===== config.mk =====
export PLATFORM = sky130hd
export DESIGN_NAME = shsc_hash_unit
export DESIGN_NICKNAME = d
export VERILOG_FILES = /design/src/hdl/shsc_pkg.sv /design/src/hdl/shsc_hash_unit.sv
export SDC_FILE = /design/constraint.sdc
export NUM_CORES = 1
export LEC_CHECK = 0
export ABC_AREA = 1
export BUFFER_PORTS_ARGS = -buffer_cell sky130_fd_sc_hd__buf_4
export CORE_AREA = 2 2 90 92
export DETAILED_ROUTE_END_ITERATION = 7
export DIE_AREA = 0 0 92 94
export PLACE_DENSITY_LB_ADDON = 0.25
export SYNTH_ARGS = -nofsm -noshare
export SYNTH_HDL_FRONTEND = slang
export SYNTH_SLANG_ARGS = --single-unit

===== constraint.sdc =====
create_clock -name aclk -period 9.96 [get_ports aclk]
set_input_delay 0.498 -clock aclk [delete_from_list [all_inputs] [get_ports aclk]]
set_output_delay 0.498 -clock aclk [all_outputs]
set_load 0.02 [all_outputs]

===== src/hdl/shsc_pkg.sv =====
// ----------------------------------------------------------------------------
// shsc_pkg
// Types, register indexes, reset values and helpers shared by the string hash
// slot checker.
// ----------------------------------------------------------------------------
package shsc_pkg;

    localparam int TABLE_SIZE_W   = 11;
    localparam int MULT_W         = 11;
    localparam int MASK_W         = 16;
    localparam int CFG_DATA_W     = 16;
    localparam int CFG_INDEX_W    = 2;
    localparam int CHAR_W         = 8;
    localparam int ENTRY_W        = 8;
    localparam int COLL_W         = 16;
    localparam int SLOT_INDEX_W   = 10;

    localparam logic [CFG_INDEX_W-1:0] CFG_TABLE_SIZE = 2'd0;
    localparam logic [CFG_INDEX_W-1:0] CFG_MULTIPLIER = 2'd1;
    localparam logic [CFG_INDEX_W-1:0] CFG_HASH_MASK  = 2'd2;

    localparam logic [TABLE_SIZE_W-1:0] TABLE_SIZE_RST = 11'd1024;
    localparam logic [MULT_W-1:0]       MULT_RST       = 11'd2;
    localparam logic [MASK_W-1:0]       MASK_RST       = 16'h0fff;

    localparam logic OP_CHAR  = 1'b0;
    localparam logic OP_CLEAR = 1'b1;

    localparam logic [COLL_W-1:0] COLL_MAX = 16'hffff;

    typedef struct packed {
        logic              opcode;
        logic [CHAR_W-1:0] char_byte;
        logic [7:0]        key_length;
        logic              first_char;
        logic              last_char;
    } in_item_t;

    typedef struct packed {
        logic [SLOT_INDEX_W-1:0] slot_index;
        logic [ENTRY_W-1:0]      entry_number;
        logic                    collided;
        logic [COLL_W-1:0]       collision_total;
    } out_item_t;

    typedef struct packed {
        logic load;
        logic clear;
    } hash_ctrl_t;

    typedef enum logic [2:0] {
        ST_CLEAR,
        ST_IDLE,
        ST_START,
        ST_DIV,
        ST_UPDATE
    } state_t;

    function automatic logic [CHAR_W-1:0] fold_upper(input logic [CHAR_W-1:0] c);
        logic [CHAR_W-1:0] r;
        r = c;
        if (c >= 8'h61 && c <= 8'h7a) begin
            r = c - 8'h20;
        end
        return r;
    endfunction

endpackage


===== src/hdl/shsc_hash_unit.sv =====
// ----------------------------------------------------------------------------
// shsc_hash_unit
// Running hash: case fold, multiply-add and mask, one character per cycle while ctrl.load is set.
// ----------------------------------------------------------------------------
module shsc_hash_unit #(
    parameter int HASH_WIDTH = 16
) (
    input  logic                              aclk,
    input  logic                              aresetn,
    input  shsc_pkg::hash_ctrl_t              ctrl,
    input  shsc_pkg::in_item_t                item,
    input  logic [shsc_pkg::MULT_W-1:0]       multiplier,
    input  logic [shsc_pkg::MASK_W-1:0]       hash_mask,
    output logic [HASH_WIDTH-1:0]             hash
);

    localparam int SUM_W = HASH_WIDTH + shsc_pkg::MULT_W + 1;

    logic [HASH_WIDTH-1:0] hash_reg;
    logic [HASH_WIDTH-1:0] hash_next;
    logic [HASH_WIDTH-1:0] seed;
    logic [SUM_W-1:0]      sum;
    logic                  empty_key;

    assign empty_key = item.first_char && (item.key_length == 8'd0);
    assign seed      = item.first_char ? HASH_WIDTH'(item.key_length) : hash_reg;
    assign sum       = SUM_W'(seed) * SUM_W'(multiplier)
                     + SUM_W'(shsc_pkg::fold_upper(item.char_byte));

    always_comb begin
        hash_next = hash_reg;
        if (ctrl.clear) begin
            hash_next = '0;
        end else if (ctrl.load) begin
            if (empty_key) begin
                hash_next = '0;
            end else begin
                hash_next = sum[HASH_WIDTH-1:0] & HASH_WIDTH'(hash_mask);
            end
        end
    end

    always_ff @(posedge aclk) begin
        if (!aresetn) begin
            hash_reg <= '0;
        end else begin
            hash_reg <= hash_next;
        end
    end

    assign hash = hash_reg;

endmodule


Yosys cells after proc, flatten, opt, wreduce, memory -nomap -nowiden --
Index checks and enable logic that the tools add are counted.
Operators by class: add/subtract/negate cells 2, multiply operators 1, magnitude comparators 2, multiplexer cells 3, bitwise gates (word level) 2, reductions and logical operators 4
Operators by type and width (count):
- 16-bit two-way mux | 2
- 16-bit by 8-bit adder with 16-bit output | 1
- 16-bit AND | 1
- 16-bit by 11-bit multiplier with 16-bit output | 1
- 8-bit by 7-bit greater-or-equal comparator with 1-bit output (second input constant) | 1
- 8-bit by 7-bit <= comparator with 1-bit output (second input constant) | 1
- 8-bit zero test | 1
- 8-bit two-way mux | 1
- 8-bit by 6-bit subtractor with 8-bit output (second input constant) | 1
- 1-bit logical AND | 2
- 2-bit OR reduction | 1
- 1-bit NOT | 1
Storage, ports and cells: register bits 16, bits of input ports 50, word-level logic and storage cells 15

Depth between registers and ports, before layout --
depth in word-level cells 6, gate-level depth with buffers 30

Least setup slack after synthesis --
Ideal clock, no wire load.
path type input to register, start input port item[1] (netlist name), end register hash_reg[11], in the netlist hash[11], arrival 5.326 ns, slack 4.563 ns, cell stages on the path 23, buffers on the path 2, cell sequence inv_2 buf_6 buf_6 or2_2 o21ai_0 inv_1 nand2_1 fa_1 fa_1 inv_1 fa_1 fa_1 inv_1 fa_1 inv_1 ha_1 inv_1 o21ai_0 o21bai_1 a21oi_1 o211ai_1 a21o_1 a21oi_1
Between the ends: cells in the longest elaborated chain, start to end 5
Ends and longest elaborated chain:
- start, declared | line shsc_hash_unit.sv:11 | input shsc_pkg::in_item_t item,
- 16-bit two-way mux | line shsc_hash_unit.sv:26 | assign seed = item.first_char ? HASH_WIDTH'(item.key_length) : hash_reg;
- 16-bit by 11-bit multiplier with 16-bit output | line shsc_hash_unit.sv:27 | assign sum = SUM_W'(seed) * SUM_W'(multiplier)
- 16-bit by 8-bit adder with 16-bit output | line shsc_hash_unit.sv:28 | + SUM_W'(shsc_pkg::fold_upper(item.char_byte));
- 16-bit AND | line shsc_hash_unit.sv:38 | hash_next = sum[HASH_WIDTH-1:0] & HASH_WIDTH'(hash_mask);
- 16-bit two-way mux * | line shsc_hash_unit.sv:35 | if (empty_key) begin
- end signal, assigned | line shsc_hash_unit.sv:47 | hash_reg <= hash_next;
- end, declared | line shsc_hash_unit.sv:19 | logic [HASH_WIDTH-1:0] hash_reg;
Mark *: on every way between the ends. The rest lies on a longest branch, timed or not. A chain may end at the register's enable or synchronous reset.

Worst setup path after layout --
start input port item[1] (netlist name), end register hash_reg[15], in the netlist hash[15]
The elaborated chain is that of the path after synthesis.

==> metrics.md <==
| Metric | Value |
|---|---|
| Outcome | finished clean |
| Pwr/cell area | 204 nW/um2 |
| Row count | 32 |
| Diode count | 0 |
| Worst Hold Class | flop to flop |
| Maximum VDD drop | 0.214 mV |
| Clock Root Buffer | clkbuf_8 |
| Fin nets | 925 |
| DRC viols | 0 |
| Count of final max-slew check failures | 0 |
| Grt ovf | 0 |
| Max capacitance violation total | 0 |
| Hold Buf Count CTS | 0 |
| Starting DRT DRC Count | 341 |
| Via count | 4559 |
| Final setup fails | 0 |
| Hold_ws | 0.492 ns |
| Detail Route Antenna Nets | 0 |
| Max reg flops | 16 |
| Gpl congestion | 0.952 |
| Final min period | between 6 and 7 ns |
| Worst setup path class | primary input to flop |
| Fin. Hold Viols | 0 |
| Routed wire length | about 13000 um |
| CTS max path bufs | 2 |
| WP data arrival | 6.14 ns |
| Clk Latency, worst-skew pair | 0.25 ns |
| Clock sink count | 16 |
| Boundary Pins | 66 |
| Die Span Y | between 90 and 100 um |
| Vias in the first global route | 4746 |
| Routed len/inst | 15.2 um |
| Port Buffers | 63 |
| Area Overhead vs Synth | 12.2% |
| Tightest Pin Transition | 0.856 ns |
| Leakage | 0.00304 uW |
| Cell Area, Synth | between 4000 and 5000 um2 |
| Share of cells above drive strength 1 | 11.9% |
| Initial Util | 64.2% |
| Core Region | 7610 um2 |
| Netlist cell types | 37 |
| Clk slew on worst S/H paths | 0.06 ns |
| Setup TNS Final | 0 ns |
| Sequential-to-total area share from yosys stat | 6.56% |
| Post-CTS setup buffers | 0 |
| H-tree lvl count | 1 |
| Die footprint | 8650 um2 |
| F_max | ~170 MHz |
| Global-route usage over all layers | 32.6% |
| First-pass GRT wire length | 22200 um |
| Initial antenna violation count | 0 |
| Via/cell ratio | about 5.4 |
| Die span in x | 92 um |
| Hpwl dp | about 11000 um |
| Ys Warns | 0 |
| Clk_skew | about 0.0032 ns |
| Pre-Repair DR Iteration Count | 6 |
| Post-CTS sizing | 0 |
| CP required | 10.09 ns |
| Commonest non-fill, non-tap cell in the layout | inv_1 |
| Tcrit/Tclk final | between 60% and 70% |
| Largest net degree at the start of global routing | 22 |
| RSZ-0062 raised after global routing | false |
| Synth Net Count | roughly 870 |
| Most frequent cells in the layout | inv_1 (195), nand2_1 (159), fa_1 (82) |
| Relative slew slack | 42.3% |
| Number of fill cells | 638 |
| Post-Synthesis Cells | 693 |
| Num CTS Buffers | 3 |
| Max Fanout on Critical Path | 21 |
| Startpoint types | primary input |
| CTS tree | yes |
| Post-synthesis area per instance | about 7 um2 |
| Crit. End Element | flop |
| Register bit total from synthesis | 16 |
-- worst max-delay path: stages --
cell and delay (ns):
buf_4 0.18, inv_2 0.19, or2_2 0.32, o21ai_0 0.31
inv_1 0.37, nand2_1 0.19, fa_1 0.44, fa_1 0.55
inv_1 0.05, fa_1 0.52, fa_1 0.55, inv_1 0.05
fa_1 0.56, inv_1 0.05, ha_1 0.33, inv_1 0.07
o21ai_0 0.24, o21bai_1 0.18, nand2_1 0.07, nand3_1 0.14
nand3_1 0.11, nand3_1 0.11, a21oi_2 0.05
-- layer usage --
metal | track usage [%] | share of wire (%) | up-vias
li1 | - | - | 2152
met1 | 43.1 | 41 | 2152
met2 | 58.9 | 50 | 219
met3 | 2.73 | 7.0 | 36
met4 | 6.84 | 2.0 | 0
met5 | 0 | 0 | -
-- path summary, 6_finish.rpt --
kind / startpoint / endpoint / slack, ns / cells after the start
min reg2reg: hash[5]$_SDFFE_PP0P_ / hash[5]$_SDFFE_PP0P_ / 0.49 / 2
max: item[1] / hash[15]$_SDFFE_PP0P_ / 3.95 / 23
min: hash[5]$_SDFFE_PP0P_ / hash[5]$_SDFFE_PP0P_ / 0.49 / 2
max reg2reg: hash[3]$_SDFFE_PP0P_ / hash[10]$_SDFFE_PP0P_ / 4.18 / 21
-- stage by stage --
| stage | setup WS [ns] | cell area, um2 | cells | utilization [%] | total power (uW) |
|---|---|---|---|---|---|
| floorplan | 4.56 | 4880 | 693 | - | 784 |
| global placement | 3.85 | 5430 | 848 | 71.3 | 1010 |
| detailed placement | 3.78 | 5430 | 848 | 71.3 | 1040 |
| CTS | 4.02 | 5480 | 852 | 72.1 | 1110 |
| global route | 3.61 | 5480 | 852 | 72.1 | 1250 |
| finish | 3.95 | 5480 | 852 | 72.1 | 1120 |
-- layout make-up --
| type | instances | area [um2] | area share [%] |
|---|---|---|---|
| Clock buffer | 4 | 55.1 | 1.00 |
| Inverter | 198 | 743 | 13.6 |
| Multi-Input combinational cell | 468 | 3750 | 68.5 |
| Sequential cell | 16 | 320 | 5.84 |
| Tap cell | 102 | 128 | 2.33 |
| Timing Repair Buffer | 64 | 480 | 8.77 |
-- Yosys cell counts --
cell        n  area, um2
a21o_1      1       7.51
a21oi_1    26        130
a21oi_2     1       8.76
a31oi_1     2       12.5
buf_2       1       5.00
buf_6       3       33.8
clkbuf_1    7       26.3
dfxtp_1    16        320
fa_1       82       1640
ha_1       42        526
inv_1     195        732
inv_2       3       11.3
nand2_1   159        597
nand2_2     4       25.0
nand2_4     1       11.3
nand3_1    38        190
nand3_2     3       30.0
nand3_4     1       17.5
nand3b_1    3       22.5
nand4_1     5       31.3
nand4_4     1       21.3
nor2_1     61        229
nor2_2      1       6.26
nor3_1      5       25.0
nor4_1      1       6.26
o211ai_1    1       7.51
o21a_1      1       7.51
o21ai_0    10       50.1
o21ai_1     1       5.00
o21ai_2     1       8.76
o21bai_1    4       30.0
o31ai_1     1       7.51
or2_1       1       6.26
or2_2       4       25.0
xnor2_1     2       17.5
xor2_1      4       35.0
xor2_2      1       16.3
-- where the power goes --
group / switching (uW) / internal, uW
Combinational: 608 / 362
Sequential: 13.2 / 74.0
Clock: 23.1 / 35.1
Total: 644 / 472
-- kinds of logic after synthesis --
| logic type | share of synthesized area [%] |
|---|---|
| AOI/OAI and AO/OA | 5.64 |
| and+or+nand+nor | 25.5 |
| DFF | 6.56 |
| buffers and inverters | 16.6 |
| xor gates and xnor gates | 1.41 |
| adders and majority gates | 44.4 |
No activity file was read; power rests on OpenSTA's default activity.
